==> src/rtl/cprs_pkg.sv <==
// Shared constants, types and helpers for the closest-point-on-segment pipeline.
package cprs_pkg;

    // Number of CORDIC micro-rotations in each rotator.
    localparam int ROTATE_STAGES = 16;
    localparam int MAX_STAGES    = 24;
    // Extra fraction bits carried through the rotators.
    localparam int GUARD         = 8;
    // Width of a rotator input operand and of the CORDIC datapath.
    localparam int ROT_IN_W      = 34;
    localparam int CW            = 44;
    localparam int ZW            = 34;
    // CORDIC gain compensation, Q30.
    localparam logic signed [31:0] KGAIN = 32'sd652032874;
    localparam int MUL_SHIFT     = 30 - GUARD;

    // Arctangent table in units of 2^-32 turn.
    localparam logic signed [ZW-1:0] ATAN_TAB [0:MAX_STAGES-1] = '{
        34'sd536870912, 34'sd316933406, 34'sd167458907, 34'sd85004756,
        34'sd42667331, 34'sd21354465, 34'sd10679838, 34'sd5340245,
        34'sd2670163, 34'sd1335087, 34'sd667544, 34'sd333772,
        34'sd166886, 34'sd83443, 34'sd41722, 34'sd20861,
        34'sd10430, 34'sd5215, 34'sd2608, 34'sd1304,
        34'sd652, 34'sd326, 34'sd163, 34'sd81
    };

    // Pipeline depths.
    localparam int ROT_LAT     = ROTATE_STAGES + 2;
    localparam int SQRT_STAGES = 32;
    localparam int SIDE_DLY    = SQRT_STAGES + 2;
    localparam int BACK_DLY    = SIDE_DLY - ROT_LAT;
    localparam int PIPE_LAT    = ROT_LAT + SQRT_STAGES + 6;

    // Fields that ride alongside the geometry.
    typedef struct packed {
        logic signed [31:0] cx;
        logic signed [31:0] cy;
        logic signed [31:0] cz;
    } t_side;

    typedef struct packed {
        t_side       side;
        logic [15:0] ang;
        logic [30:0] len;
    } t_fwd;

    // Saturate a widened sum to the signed 32-bit range.
    function automatic logic signed [31:0] sat32(input logic signed [44:0] v);
        logic signed [31:0] res;
        if (v > 45'sd2147483647) begin
            res = 32'sh7FFFFFFF;
        end else if (v < -45'sd2147483648) begin
            res = 32'sh80000000;
        end else begin
            res = v[31:0];
        end
        return res;
    endfunction

endpackage

==> src/rtl/cprs_sqrt.sv <==
// Pipelined integer square root with remainder, one result bit per stage.
module cprs_sqrt import cprs_pkg::*; (
    input  logic        i_clk,
    input  logic        i_en,
    input  logic [63:0] i_rad,
    input  logic        i_flag,
    output logic [31:0] o_root,
    output logic [32:0] o_rem,
    output logic        o_flag
);

    logic [63:0] r_rm [0:SQRT_STAGES-1];
    logic [31:0] r_q  [0:SQRT_STAGES-1];
    logic        r_fl [0:SQRT_STAGES-1];

    // Stage g decides root bit 31-g.
    for (genvar g = 0; g < SQRT_STAGES; g++) begin : g_bit
        localparam int K = SQRT_STAGES - 1 - g;
        logic [63:0] w_rm_in;
        logic [31:0] w_q_in;
        logic        w_fl_in;
        logic [65:0] w_trial;
        logic        w_ge;

        if (g == 0) begin : g_first
            assign w_rm_in = i_rad;
            assign w_q_in  = 32'd0;
            assign w_fl_in = i_flag;
        end else begin : g_next
            assign w_rm_in = r_rm[g-1];
            assign w_q_in  = r_q[g-1];
            assign w_fl_in = r_fl[g-1];
        end

        assign w_trial = (66'(w_q_in) << (K + 1)) + (66'd1 << (2 * K));
        assign w_ge    = {2'b00, w_rm_in} >= w_trial;

        always_ff @(posedge i_clk) begin
            if (i_en) begin
                r_rm[g] <= w_ge ? (w_rm_in - w_trial[63:0]) : w_rm_in;
                r_q[g]  <= w_ge ? (w_q_in | (32'd1 << K)) : w_q_in;
                r_fl[g] <= w_fl_in;
            end
        end
    end

    assign o_root = r_q[SQRT_STAGES-1];
    assign o_rem  = r_rm[SQRT_STAGES-1][32:0];
    assign o_flag = r_fl[SQRT_STAGES-1];

endmodule

==> config.mk <==
export PLATFORM = sky130hd
export DESIGN_NAME = cprs_sqrt
export DESIGN_NICKNAME = d
export VERILOG_FILES = /design/src/rtl/cprs_pkg.sv /design/src/rtl/cprs_sqrt.sv
export SDC_FILE = /design/constraint.sdc
export NUM_CORES = 2
export LEC_CHECK = 0
export ABC_AREA = 0
export BUFFER_PORTS_ARGS = -buffer_cell sky130_fd_sc_hd__buf_2
export CORE_ASPECT_RATIO = 1.75
export CORE_MARGIN = 3
export CORE_UTILIZATION = 42
export DETAILED_ROUTE_END_ITERATION = 10
export PLACE_DENSITY_LB_ADDON = 0.08
export SYNTH_ARGS = -nofsm -noshare
export SYNTH_HDL_FRONTEND = slang
export SYNTH_SLANG_ARGS = --single-unit
==> constraint.sdc <==
create_clock -name i_clk -period 3.2 [get_ports i_clk]
set_input_delay 0.32 -clock i_clk [delete_from_list [all_inputs] [get_ports i_clk]]
set_output_delay 0.32 -clock i_clk [all_outputs]
set_load 0.05 [all_outputs]
# Word level (Yosys, flattened, before mapping)
# Memories as Yosys holds them, arrays and structs flattened.
# Cells that the tools add are included.
# totals
reg_bits,0
ram_bits,3104
in_bits,67
out_inout_bits,66
wordCells,164
memories,3
# mem_list
name,words,word_bits,rd,rd_ports_with_merged_regs,wr,line,rtl
r_rm,32,64,32,0,32,cprs_sqrt.sv:12,logic [63:0] r_rm [0:SQRT_STAGES-1];
r_q,32,32,32,0,32,cprs_sqrt.sv:13,logic [31:0] r_q [0:SQRT_STAGES-1];
r_fl,32,1,32,0,32,cprs_sqrt.sv:14,logic r_fl [0:SQRT_STAGES-1];
# classes
add_sub_neg,63
order_cmp,32
muxes,66
# ops
cell,count
$mux 64,32
$add 63x61->64 const B,1
$ge 64x34->1,1
$ge 64x35->1,1
$ge 64x36->1,1
$ge 64x37->1,1
$ge 64x38->1,1
$ge 64x39->1,1
$ge 64x40->1,1
$ge 64x41->1,1
$ge 64x42->1,1
$ge 64x43->1,1
$ge 64x44->1,1
$ge 64x45->1,1
$ge 64x46->1,1
$ge 64x47->1,1
$ge 64x48->1,1
$ge 64x49->1,1
$ge 64x50->1,1
$ge 64x51->1,1
$ge 64x52->1,1
$ge 64x53->1,1
$ge 64x54->1,1
$ge 64x55->1,1
104 further kinds,106

# Longest topological paths before layout
# An unclocked memory read counts as a cell.
# depth
depth_word,4
mapped_depth,15
mapped_depth_nobuf,12

# Least setup slack after synthesis
# Ideal clock, no wire load.
# synth_path
kind,register to register
from,memory r_rm[26][10]
to,"memory r_rm[27][30], data pin"
setup_time_ns,0.270
arrival_time_ns,3.198
required_time_ns,2.930
setup_slack_ns,-0.268
path_stages_with_launch,14
n_path_buf,2
synth_period_minus_slack_ns,3.468
cell_sequence,edfxtp_1 ha_1 nor2b_1 o31a_1 o31a_1 o22ai_1 o21bai_1 a211oi_1 and2_0 clkbuf_1 inv_2 clkbuf_1 nor2_1 a21oi_1
# synth_rtl
item,line
start: declaration,cprs_sqrt.sv:12

==> flow_summary.yaml <==
clock_network:
  insertion_delay_ps: 950
  clk_transition_reported_paths_ps: 70
  clkSinkCount: 2577
  cts_made_buffers: 247
  htree_num_levels: 4
  tritoncts: "built"
  clockBufferDepth: 4
  cts_root_buf: "sky130_fd_sc_hd__clkbuf_16"
pwr:
  leakagePower_nw: 67.2
  total_power_mw: 115
  pwr_density_cell_mw_per_mm2: 676
  highest_ir_drop_seen_on_vdd_v: 0.000716
critical_path:
  path_depth: 11
  cp_cell_sequence: "or4_4 > or4_4 > nor3_4 > nand4_1 > o21ai_4 > nor3b_4 > buf_6 > a2111oi_4 > buf_4 > nand3b_1 > xnor2_1"
  cp-end-kind: "flip-flop"
  critPathTopFamily: "simple AND/OR/NAND/NOR gates"
  critical_path.slowest_cell: "sky130_fd_sc_hd__nand4_1"
  cp_peak_stage_delay_ps: 880
  worst-setup-path-type: "reg -> reg"
  worstPathBufferInverterCount: 2
  r2r.worst_path.cells: 11
  crit_path_frequent_cell: "sky130_fd_sc_hd__or4_4"
  setup.reg_to_reg.worst_slack_ps: -1440
  worstPathArrival_ps: 5270
  worstSetupStartpointType: "flip-flop"
  worstPathRequired_ps: 3830
  path_max_fanout: 5
  regToRegStartpoint: "r_rm[26][42]"
  r2r-end: "r_rm[27][53]"
global_route:
  via_count_of_the_first_global_routing_pass: 99200
  wire_length_of_the_first_global_routing_pass_um: 645000
  antenna_violations_before_repair: 21
  maximum_number_of_pins_on_one_net_before_global_route_repair: 127
  grt_remaining_overflow: 0
  grt_util_all_layers_pct: 29.7
yosys:
  yosys-top-cells-area: "sky130_fd_sc_hd__edfxtp_1 62%, sky130_fd_sc_hd__ha_1 5.6%, sky130_fd_sc_hd__xnor2_1 3.6%"
  yosysWarnings: 0
  syn_nets: 10600
  synth.cell_area_mm2: 0.124
  ys_async_sr_fraction_pct: 0
  post_synth_num_cell_types: 103
  synthesis.area_per_instance_um2: 12.5
  synthesis_stage_register_bit_count: 2577
  synth-edff-count: 2577
  leading_area_contributor_after_synthesis: "sky130_fd_sc_hd__edfxtp_1"
  yosysTopAreaCellShare_pct: 62.3
  postSynthCellCount: 9954
  ys_dominant_reg_cell: "sky130_fd_sc_hd__edfxtp_1"
  synth-seq-area-share_pct: 62.3
timing:
  grt_setup_unrepaired: "true"
  setup_slack_ps: -1440
  timing.fmax_mhz: 215
  timing.clock.skew_ps: 76.8
  post-route-period-util_pct: 145
  finalMaxSlewViolations: 0
  timing_worst_slew_pin_value_ps: 1380
  finalWorstPathRequiredPeriod_ps: 4640
  timing.max_slew.rel_slack_pct: 7.26
  timing.hold.ws_ps: 59.0
  final-setup-viol-count: 550
  finalHoldViolCount: 0
placement:
  detailedPlacementHpwl_um: 340000
  routabilityCongestion: 1.02
  placedInstanceArea_mm2: 0.146
  placed_cells_incl_taps: 15900
  placement.io_buffers: 132
layout:
  utilization_pct: 57.8
  area_growth_syn_to_layout_pct: 36.8
  fill_cells: 23600
  drive_above_1_share_pct: 33.9
  mostFrequentLayoutCell: "sky130_fd_sc_hd__edfxtp_1"
  final_net_count: 13400
  finalNonFillerCells: 16800
  final_cell_area_mm2: 0.170
  final_cell_mix: "2577 x sky130_fd_sc_hd__edfxtp_1, 2167 x sky130_fd_sc_hd__buf_4, 672 x sky130_fd_sc_hd__inv_1, 534 x sky130_fd_sc_hd__nand2_1, 490 x sky130_fd_sc_hd__a21oi_1"
run:
  maxCapViolations: 0
floorplanning:
  coreArea_mm2: 0.294
  num_io_pins: 133
  dieArea_mm2: 0.303
  fp.dieH_um: 726
  core_rows: 263
  initial_utilization_pct: 42.3
  chipWidth_um: 417
detailed_routing:
  detailed_route_wl_um: 460000
  post_drt_via_cell_ratio: 5.52
  drt-wirelength-per-cell_um: 27.3
  drt-initial-drc-count: 4705
  vias: 92800
  drt.antenna.violating_nets: 0
  post-route-drc-count: 0
  first_pass_iters: 6
status:
  run_status: "finished with violations"
  violations: "setup timing"
min_path:
  hold-path-endpoint: "r_rm[0][33]"
  worstHoldPathCells: 2
  hold_path_startpoint: "i_rad[33]"
  hold_path.class: "in -> reg"
[logic make-up (layout without fill, tap and decap cells)]
logic type               count (synthesis)  count (layout)  synth area share, %
AO/OA/AOI/OAI                         1957            1957                 9.75
XOR/XNOR                               906             906                 6.39
adder cells (fa/ha/maj)                560             560                 5.64
buffers and inverters                  922            3933                 2.85
flip-flops                            2577            2577                 62.3
multiplexers                            76              76                0.684
other                                    0              19                    0
AND/OR/NAND/NOR                       2956            2957                 12.4
[how the worst max path moves through the flow]
| stage | start | endpoint | slack, ps |
|---|---|---|---|
| floorplan | r_rm[27][50] | r_rm[28][49] | -100 |
| global placement | r_rm[26][42] | r_rm[27][52] | -3030 |
| detailed placement | r_rm[26][42] | r_rm[27][52] | -2950 |
| CTS | r_rm[26][42] | r_rm[27][53] | -1430 |
| global route | r_rm[26][42] | r_rm[27][45] | -1340 |
| finish | r_rm[26][42] | r_rm[27][53] | -1440 |
[registers in the layout, summed over array words and instances (netlist names)]
| register | cells |
|---|---|
| r_fl | 32 |
| r_q | 528 |
| r_rm | 2017 |
[cell type report]
| cell class | instances | area, um^2 | share of cell area (%) |
|---|---|---|---|
| Timing Repair Buffer | 2773 | 24200 | 14.2 |
| Antenna cell | 19 | 47.5 | 0.0280 |
| Clock inverter | 158 | 1910 | 1.12 |
| Timing Repair inverter | 1 | 30.0 | 0.0177 |
| Sequential cell | 2577 | 77400 | 45.5 |
| Clock buffer | 288 | 6360 | 3.74 |
| Tap cell | 3842 | 4810 | 2.83 |
| Multi-Input combinational cell | 6456 | 52500 | 30.9 |
| Inverter | 713 | 2780 | 1.64 |
[where the power goes]
group          total (mW)  internal (mW)  switching [mW]
sequential           46.5           43.0            3.52
combinational        37.6           17.0            20.5
clock                30.8           17.6            13.2
total                 115           77.6            37.3
[worst reg2reg max path: cells and delay by family, from the launching register on]
family	cells	cell delay [ps]
AO/OA/AOI/OAI	2	970
XOR/XNOR	1	130
buffers and inverters	2	340
flip-flops	1	420
AND/OR/NAND/NOR	6	2530
[through the flow]
step	setup TNS (ps)	setup slack, ps
after floorplan	-131	-96.9
after global placement	-727580	-3030
after detailed placement	-550500	-2950
after CTS	-170660	-1430
after global routing	-231680	-1340
final	-195760	-1440
[repair_timing]
| action | 4_1_cts | 5_1_grt |
|---|---|---|
| pin swaps | 478 | 383 |
| gates cloned | 50 | 12 |
| hold buffers | 69 | 0 |
| endpoints found under the setup margin | 866 | 816 |
| buffers inserted | 293 | 167 |
| resized for setup | 1549 | 754 |
| endpoints found under the hold margin | 73 | 0 |
[routing by layer]
metal / share of wire, % / wire length, um / vias up / track usage (%)
met5: 0.025 / 115 / - / 0
met4: 15 / 69000 / 16 / 35.9
met3: 3.6 / 16800 / 1758 / 5.15
met2: 58 / 265000 / 2484 / 60.2
met1: 24 / 109000 / 45600 / 19.1
li1: - / - / 43000 / -
[cell usage after synthesis, drive strengths merged, types with 50 or more instances]
library cell,count
o21a,105
o21bai,55
nor4,336
ha,560
or3,103
nor4b,50
clkbuf,160
and3,53
or4,79
nor2,614
nand4,176
nor2b,83
edfxtp,2577
inv,712
nand2,664
mux2,71
nand2b,103
a21oi,636
a21o,233
o31ai,55
nor3,265
nand3,200
o21ai,498
a211oi,52
xnor2,515
xor2,391
No activity file was read; power rests on OpenSTA's default activity.
